<file path="src/sv/bfbp_pkg.sv">
// Shared types and constants for the best-fit bin packer.
`default_nettype none
package bfbp_pkg;

  localparam int MAX_BINS_DEF = 64;
  localparam int SIZE_W = 16;
  localparam int BIN_IDX_OUT_W = 6;
  localparam int BINS_USED_W = 7;
  localparam logic [SIZE_W-1:0] CAP_RESET = 16'd1000;

  typedef enum logic [1:0] {
    ST_IDLE,
    ST_SCAN,
    ST_COMMIT
  } state_t;

  typedef struct packed {
    logic load;    // item accepted this cycle
    logic scan;    // walk the opened bins
    logic commit;  // place the item and load the result register
  } cmd_t;

  typedef struct packed {
    logic scan_done;
    logic res_free;
  } status_t;

endpackage
`default_nettype wire

</file>
<file path="src/sv/bfbp_ctrl.sv">
// Controller state machine for the best-fit bin packer.
`default_nettype none
module bfbp_ctrl (
  input  wire logic             clk,
  input  wire logic             rst_n,
  input  wire logic             in_valid,
  output logic                  in_ready,
  input  wire bfbp_pkg::status_t sts,
  output bfbp_pkg::cmd_t        cmd
);
  import bfbp_pkg::*;

  state_t state_r, state_nxt;

  always_ff @(posedge clk) begin
    if (!rst_n) begin
      state_r <= ST_IDLE;
    end else begin
      state_r <= state_nxt;
    end
  end

  always_comb begin
    state_nxt = state_r;
    case (state_r)
      ST_IDLE: begin
        if (in_valid) state_nxt = ST_SCAN;
      end
      ST_SCAN: begin
        if (sts.scan_done) state_nxt = ST_COMMIT;
      end
      ST_COMMIT: begin
        if (sts.res_free) state_nxt = ST_IDLE;
      end
      default: state_nxt = ST_IDLE;
    endcase
  end

  always_comb begin
    in_ready   = 1'b0;
    cmd.load   = 1'b0;
    cmd.scan   = 1'b0;
    cmd.commit = 1'b0;
    case (state_r)
      ST_IDLE: begin
        in_ready = 1'b1;
        cmd.load = in_valid;
      end
      ST_SCAN: begin
        cmd.scan = 1'b1;
      end
      ST_COMMIT: begin
        cmd.commit = sts.res_free;
      end
      default: begin
        in_ready = 1'b0;
      end
    endcase
  end

endmodule
`default_nettype wire

</file>
<file path="src/sv/bfbp_dp.sv">
// Datapath for the best-fit bin packer: bin memory, scan compare, result register.
`default_nettype none
module bfbp_dp #(
  parameter int MAX_BINS = bfbp_pkg::MAX_BINS_DEF
) (
  input  wire logic                        clk,
  input  wire logic                        rst_n,
  input  wire bfbp_pkg::cmd_t              cmd,
  output bfbp_pkg::status_t                sts,
  input  wire logic                        cfg_we,
  input  wire logic [bfbp_pkg::SIZE_W-1:0] cfg_wdata,
  input  wire logic [bfbp_pkg::SIZE_W-1:0] in_size,
  input  wire logic                        in_fresh,
  output logic [bfbp_pkg::BIN_IDX_OUT_W-1:0] res_bin_index,
  output logic                             res_opened,
  output logic [bfbp_pkg::BINS_USED_W-1:0] res_bins_used,
  output logic                             res_error,
  output logic                             res_valid,
  input  wire logic                        res_ready
);
  import bfbp_pkg::*;

  localparam int IDX_W = (MAX_BINS > 1) ? $clog2(MAX_BINS) : 1;
  localparam int CNT_W = $clog2(MAX_BINS + 1);

  logic [SIZE_W-1:0] mem [MAX_BINS];
  logic [SIZE_W-1:0] rd_data_r;

  logic [SIZE_W-1:0] cap_r;
  logic [CNT_W-1:0]  count_r, count_nxt;
  logic [SIZE_W-1:0] size_r;
  logic              bad_r;
  logic [CNT_W-1:0]  issue_r;
  logic              rd_vld_r;
  logic [IDX_W-1:0]  rd_idx_r;
  logic              found_r;
  logic [SIZE_W-1:0] best_r;
  logic [IDX_W-1:0]  best_idx_r;

  logic              out_valid_r;
  logic [BIN_IDX_OUT_W-1:0] out_idx_r;
  logic              out_opened_r;
  logic [BINS_USED_W-1:0]   out_used_r;
  logic              out_err_r;

  logic              issue;
  logic              hit;
  logic              full;
  logic              err;
  logic              place_new;
  logic              we;
  logic [IDX_W-1:0]  wr_addr;
  logic [SIZE_W-1:0] wr_data;
  logic [31:0]       idx_wide;
  logic [31:0]       used_wide;

  assign issue = cmd.scan && !bad_r && (issue_r < count_r);
  assign hit   = rd_vld_r && (rd_data_r >= size_r) && (!found_r || rd_data_r < best_r);

  assign sts.scan_done = (bad_r || issue_r == count_r) && !rd_vld_r;
  assign sts.res_free  = !out_valid_r || res_ready;

  assign full      = (count_r == CNT_W'(MAX_BINS));
  assign err       = bad_r || (!found_r && full);
  assign place_new = !err && !found_r;
  assign we        = cmd.commit && !err;
  assign wr_addr   = found_r ? best_idx_r : count_r[IDX_W-1:0];
  assign wr_data   = found_r ? (best_r - size_r) : (cap_r - size_r);
  assign count_nxt = count_r + CNT_W'(place_new);
  assign idx_wide  = err ? 32'd0 : 32'(wr_addr);
  assign used_wide = 32'(count_nxt);

  // one write and one registered read per cycle
  always_ff @(posedge clk) begin
    if (we) mem[wr_addr] <= wr_data;
    if (issue) rd_data_r <= mem[issue_r[IDX_W-1:0]];
  end

  always_ff @(posedge clk) begin
    if (!rst_n) begin
      cap_r       <= CAP_RESET;
      count_r     <= '0;
      issue_r     <= '0;
      rd_vld_r    <= 1'b0;
      found_r     <= 1'b0;
      bad_r       <= 1'b0;
      out_valid_r <= 1'b0;
    end else begin
      if (cfg_we) cap_r <= cfg_wdata;
      if (cmd.load) begin
        size_r   <= in_size;
        bad_r    <= (in_size == '0) || (in_size > cap_r);
        if (in_fresh) count_r <= '0;
        issue_r  <= '0;
        rd_vld_r <= 1'b0;
        found_r  <= 1'b0;
      end else begin
        rd_vld_r <= issue;
        if (issue) begin
          rd_idx_r <= issue_r[IDX_W-1:0];
          issue_r  <= issue_r + 1'b1;
        end
        if (hit) begin
          found_r    <= 1'b1;
          best_r     <= rd_data_r;
          best_idx_r <= rd_idx_r;
        end
        if (cmd.commit) count_r <= count_nxt;
      end
      if (cmd.commit) begin
        out_valid_r  <= 1'b1;
        out_idx_r    <= idx_wide[BIN_IDX_OUT_W-1:0];
        out_opened_r <= place_new;
        out_used_r   <= used_wide[BINS_USED_W-1:0];
        out_err_r    <= err;
      end else if (res_ready) begin
        out_valid_r <= 1'b0;
      end
    end
  end

  assign res_valid     = out_valid_r;
  assign res_bin_index = out_idx_r;
  assign res_opened    = out_opened_r;
  assign res_bins_used = out_used_r;
  assign res_error     = out_err_r;

endmodule
`default_nettype wire

</file>
<file path="src/sv/best_fit_bin_packer.sv">
// Best-fit bin packer top level: streaming ports, controller and datapath.
// One item at a time: a new item is accepted only after the last result is loaded into
// the output register. The scan walks every open bin, at most MAX_BINS, one capacity per
// cycle, and reads nothing when no bin is open or the item is rejected on load (zero or
// oversize).
// Reset (rst_n low, synchronous): packing emptied, capacity back to 1000,
// output channel empty; the bin memory is not cleared.
`default_nettype none
module best_fit_bin_packer #(
  parameter int MAX_BINS = bfbp_pkg::MAX_BINS_DEF
) (
  input  wire logic        clk,
  input  wire logic        rst_n,
  input  wire logic        cfg_we,
  input  wire logic [15:0] cfg_wdata,    // bin_capacity
  input  wire logic        in_tvalid,
  output logic             in_tready,
  input  wire logic [15:0] in_tdata,     // [15:0] item_size
  input  wire logic        in_tuser,     // [0] start_new
  output logic             out_tvalid,
  input  wire logic        out_tready,
  output logic [15:0]      out_tdata,    // [5:0] bin_index, [6] opened_bin,
                                         // [13:7] bins_used, [15:14] zero
  output logic             out_tuser     // [0] error
);
  import bfbp_pkg::*;

  cmd_t    cmd;
  status_t sts;
  logic [BIN_IDX_OUT_W-1:0] bin_index;
  logic                     opened;
  logic [BINS_USED_W-1:0]   bins_used;

  bfbp_ctrl u_ctrl (
    .clk      (clk),
    .rst_n    (rst_n),
    .in_valid (in_tvalid),
    .in_ready (in_tready),
    .sts      (sts),
    .cmd      (cmd)
  );

  bfbp_dp #(
    .MAX_BINS (MAX_BINS)
  ) u_dp (
    .clk           (clk),
    .rst_n         (rst_n),
    .cmd           (cmd),
    .sts           (sts),
    .cfg_we        (cfg_we),
    .cfg_wdata     (cfg_wdata),
    .in_size       (in_tdata),
    .in_fresh      (in_tuser),
    .res_bin_index (bin_index),
    .res_opened    (opened),
    .res_bins_used (bins_used),
    .res_error     (out_tuser),
    .res_valid     (out_tvalid),
    .res_ready     (out_tready)
  );

  assign out_tdata = {2'b00, bins_used, opened, bin_index};

endmodule
`default_nettype wire

</file>
<file path="config.mk">
export PLATFORM = sky130hd
export DESIGN_NAME = best_fit_bin_packer
export DESIGN_NICKNAME = d
export VERILOG_FILES = /design/src/sv/bfbp_pkg.sv /design/src/sv/bfbp_ctrl.sv /design/src/sv/bfbp_dp.sv /design/src/sv/best_fit_bin_packer.sv
export SDC_FILE = /design/constraint.sdc
export NUM_CORES = 1
export LEC_CHECK = 0
export ABC_AREA = 1
export BUFFER_PORTS_ARGS = -buffer_cell sky130_fd_sc_hd__buf_4
export CORE_UTILIZATION = 40
export DETAILED_ROUTE_END_ITERATION = 8
export HOLD_SLACK_MARGIN = 0.06
export SLEW_MARGIN = 20
export SYNTH_ARGS = -nofsm -noshare
export SYNTH_HDL_FRONTEND = slang
export SYNTH_SLANG_ARGS = --single-unit
</file>
<file path="constraint.sdc">
create_clock -name clk -period 5.6 [get_ports clk]
set_input_delay 1.12 -clock clk [delete_from_list [all_inputs] [get_ports clk]]
set_output_delay 1.12 -clock clk [all_outputs]
set_load 0.02 [all_outputs]
</file>
==> impl_metrics.csv <==
group,metric,value,unit
final_layout,final_area,0.05436,mm2
setup_path,end_kind,"flop",
grt,grt_overflow_total,0,
setup_path,path_buf_inv,1,
clock_tree,insertion_delay,0.70,ns
synth,yosysWarnings,0,
timing,fin_setup_tns,0,ns
timing,finalCritPeriodShare,70.27,%
run,maxCapViolCount,0,
timing,finalSetupViolCount,0,
status,violations,"DRC",
synth,synthCells,4400,
power_and_ir_drop,irDropWorstVdd,222.2,uV
final_layout,diodes,0,
grt,grt_max_degree,229,
setup_path,critical_path_class,"reg2reg",
detailed_routing,dr.pass1.iters,8,
synth,ys_seq_area_share,69.92,%
power_and_ir_drop,power_density,331.8,mW/mm2
floorplanning,die_h,349.3,um
setup_path,crit_fanout,45,
clock_tree,root_buffer,"clkbuf_16",
setup_path,reg2reg_slack,1.67,ns
synth,ys_ff_latch,1135,
setup_path,arrival,4.34,ns
setup_path,max_stage_delay,0.65,ns
final_layout,area.growth.synth_to_final,12.71,%
clock_tree,path_clk_slew,0.07,ns
timing,clock_skew,0.02231,ns
detailed_routing,totalWireLength,128000,um
floorplanning,die_w,349.3,um
placed_design,io_buffers,54,
floorplanning,start_util,40.26,%
final_layout,drive_above_1_share,8.629,%
floorplanning,io_pins,57,
timing,final_hold_viol_count,0,
floorplanning,rows,127,
timing,drv_slew,0,
floorplanning,core,0.1198,mm2
detailed_routing,via_per_inst,5.203,
setup_path,path_depth,11,
grt,grt_antenna_before_repair,0,
detailed_routing,avgRoutedWirePerCell,20.80,um
setup_path,cp.required,6.00,ns
clock_tree,cts_made_buffers,110,
setup_path,cp_common_cell,"nand2_1",
setup_path,rr_worst_depth,11,
detailed_routing,drc_errors,1,
setup_path,start_kind,"flop",
clock_tree,cts_max_path_buffers,3,
clock_tree,cts_max_level,3,
power_and_ir_drop,power,18.04,mW
clock_tree,holdBufCountCts,0,
synth,netlist_area,0.04823,mm2
power_and_ir_drop,p_leak,20.11,nW
grt,grt_pass1_vias,29850,
detailed_routing,routed-via-count,32030,
final_layout,final_net_count,4566,
detailed_routing,drtIter0Drc,3241,
placed_design,place_hpwl,71900,um
floorplanning,dieArea,0.1220,mm2
hold_path,min_delay_path_depth,0,
grt,groute.usage.overall,20.69,%
timing,tightest_slew,1.239,ns
clock_tree,post_cts.repair.setup_buffers,0,
detailed_routing,ant_nets,0,
final_layout,nFillCells,10950,
placed_design,finalWeightedCongestion,0.8632,
synth,avgSynthCellArea,10.96,um2
timing,rsz0062_at_grt,"no",
setup_path,slowest_stage,"o21ai_0",
setup_path,crit_family,"compound AO/OA/AOI/OAI gates",
clock_tree,clock_sinks,1135,
hold_path,hp-class,"reg2reg",
setup_path,cp_cell_sequence,"o21ai_0, ha_1, fa_1, o21ai_0, nand2_1, nand2_1, nand2_1, o21ai_0, nand2_1, nand2_2, buf_4",
clock_tree,cts_tree,"yes",
final_layout,seq_area,0.03373,mm2
synth,synth_cell_types,37,
timing,fmax,254.1,MHz
clock_tree,cts_resized,0,
timing,maxSlewHeadroom,17.40,%
final_layout,multiInputGateArea,0.01300,mm2
placed_design,dpl_cell_area,0.05089,mm2
status,outcome,"finished, violations left",
grt,grt_pass1_wl,190300,um
timing,period_needed,3.935,ns
==> metrics by stage <==
step / worst slack [ns] / hold slack (ns) / util (%) / std cells
final: 1.665 / 0.4187 / 45.37 / 6155
after floorplan: 1.070 / 0.4003 / - / 4401
after detailed placement: 1.667 / 0.4057 / 42.47 / 5955
after global placement: 1.630 / 0.4035 / 42.47 / 5955
after global routing: 1.398 / 0.4245 / 45.37 / 6155
after CTS: 1.641 / 0.4203 / 45.37 / 6155
==> logic make-up after synthesis <==
kind of cell | count (synthesis) | share of synthesized area [%]
buffers and inverters | 436 | 3.943
AO/OA/AOI/OAI | 496 | 5.442
XOR/XNOR | 19 | 0.3450
adder cells (fa/ha/maj) | 73 | 1.909
AND/OR/NAND/NOR | 2239 | 18.42
other | 1 | 0.007775
flip-flops | 1135 | 69.92
multiplexers | 1 | 0.02075
==> cells in the mapped netlist <==
library cell / n / share of area (%)
inv_4: 1 / 0.013
mux2i_1: 1 / 0.021
a31oi_1: 2 / 0.026
o21a_1: 3 / 0.047
inv_2: 4 / 0.031
buf_1: 18 / 0.14
o21ai_0: 319 / 3.3
conb_1: 1 / 0.0078
buf_12: 1 / 0.042
nand2b_1: 1 / 0.013
xnor2_1: 2 / 0.036
a21oi_1: 96 / 1.0
inv_1: 197 / 1.5
nor3_1: 36 / 0.37
a32o_1: 3 / 0.062
buf_6: 14 / 0.33
a21o_1: 1 / 0.016
edfxtp_1: 1099 / 68
clkinv_1: 9 / 0.070
clkbuf_1: 119 / 0.93
ha_1: 72 / 1.9
or2_2: 8 / 0.10
buf_4: 20 / 0.31
buf_2: 53 / 0.55
nor4_1: 6 / 0.078
dfxtp_1: 36 / 1.5
o21bai_1: 4 / 0.062
nor2_1: 576 / 4.5
o21ai_1: 28 / 0.29
nand2_1: 1309 / 10
xor2_1: 17 / 0.31
o211ai_1: 36 / 0.56
fa_1: 1 / 0.042
o21ai_2: 4 / 0.073
nand4_1: 7 / 0.091
nand3_1: 293 / 3.0
nand3b_1: 3 / 0.047
==> cell usage in the layout (no fill, tap or decap), types with 3 or more instances in the layout <==
master | synthesis | routed
clkinv_4 | 0 | 3
edfxtp_1 | 1099 | 1099
nor3_2 | 0 | 32
ha_1 | 72 | 72
inv_6 | 0 | 4
o21ai_0 | 319 | 319
clkinv_1 | 9 | 32
nand3_1 | 293 | 292
o21ai_1 | 28 | 28
clkinvlp_4 | 0 | 3
nor3_1 | 36 | 4
clkbuf_8 | 0 | 3
a32o_1 | 3 | 3
o21a_1 | 3 | 3
o21bai_1 | 4 | 4
xor2_4 | 0 | 10
dfxtp_1 | 36 | 32
o21ai_2 | 4 | 4
or2_2 | 8 | 8
bufinv_16 | 0 | 9
o211ai_1 | 36 | 36
buf_12 | 1 | 6
nand4_1 | 7 | 7
inv_1 | 197 | 193
clkbuf_16 | 0 | 112
nor2_1 | 576 | 575
buf_4 | 20 | 161
nor4_1 | 6 | 6
xor2_1 | 17 | 7
nand2_1 | 1309 | 1306
clkinv_2 | 0 | 18
inv_2 | 4 | 6
nand3b_1 | 3 | 3
clkbuf_1 | 119 | 26
a21oi_1 | 96 | 95
==> final timing paths <==
kind                         start            endpoint
setup / recovery      u_dp.found_r    u_dp.mem[44][10]
hold / removal    u_dp.rd_idx_r[1]  u_dp.best_idx_r[1]
setup reg to reg      u_dp.found_r    u_dp.mem[44][10]
hold reg to reg   u_dp.rd_idx_r[1]  u_dp.best_idx_r[1]
==> per-layer routing <==
| layer | global-route usage [%] | wire (um) |
|---|---|---|
| met5 | 0 | 0 |
| met4 | 6.418 | 3329 |
| met3 | 2.310 | 8858 |
| met1 | 29.47 | 56020 |
| met2 | 33.16 | 59800 |
==> power by group <==
group | switching, mW | total [mW] | internal [mW]
Combinational | 0.849 | 1.03 | 0.176
Sequential | 0.0129 | 9.77 | 9.76
Clock | 3.13 | 7.24 | 4.11
==> worst register-to-register path, delay by kind of cell (launching register included) <==
family	cells	cell delay [ns]
buffers and inverters	1	0.52
AND/OR/NAND/NOR	5	0.91
AO/OA/AOI/OAI	3	0.97
adder cells (fa/ha/maj)	2	0.68
flip-flops	1	0.51
==> final cells by class <==
| cell class | instances | share of cell area [%] |
|---|---|---|
| flip-flops and latches | 1135 | 62.05 |
| repair buffers | 167 | 2.444 |
| multi-input cells | 2830 | 23.91 |
| well taps | 1612 | 3.710 |
| clock buffers | 141 | 5.411 |
| clock inverters | 59 | 0.9782 |
| inverters | 211 | 1.501 |
==> flip-flops by register name (all words and copies together) (netlist names), 2 cells and up <==
name                flops
u_dp.res_bins_used      7
u_dp.rd_idx_r           6
u_dp.size_r            16
u_dp.mem             1024
u_dp.best_idx_r         6
u_dp.cap_r             16
u_ctrl.state_r          2
u_dp.res_bin_index      6
u_dp.issue_r            7
u_dp.rd_data_r         16
u_dp.best_r            16
u_dp.count_r            7
(Power assumes the default switching activity.)
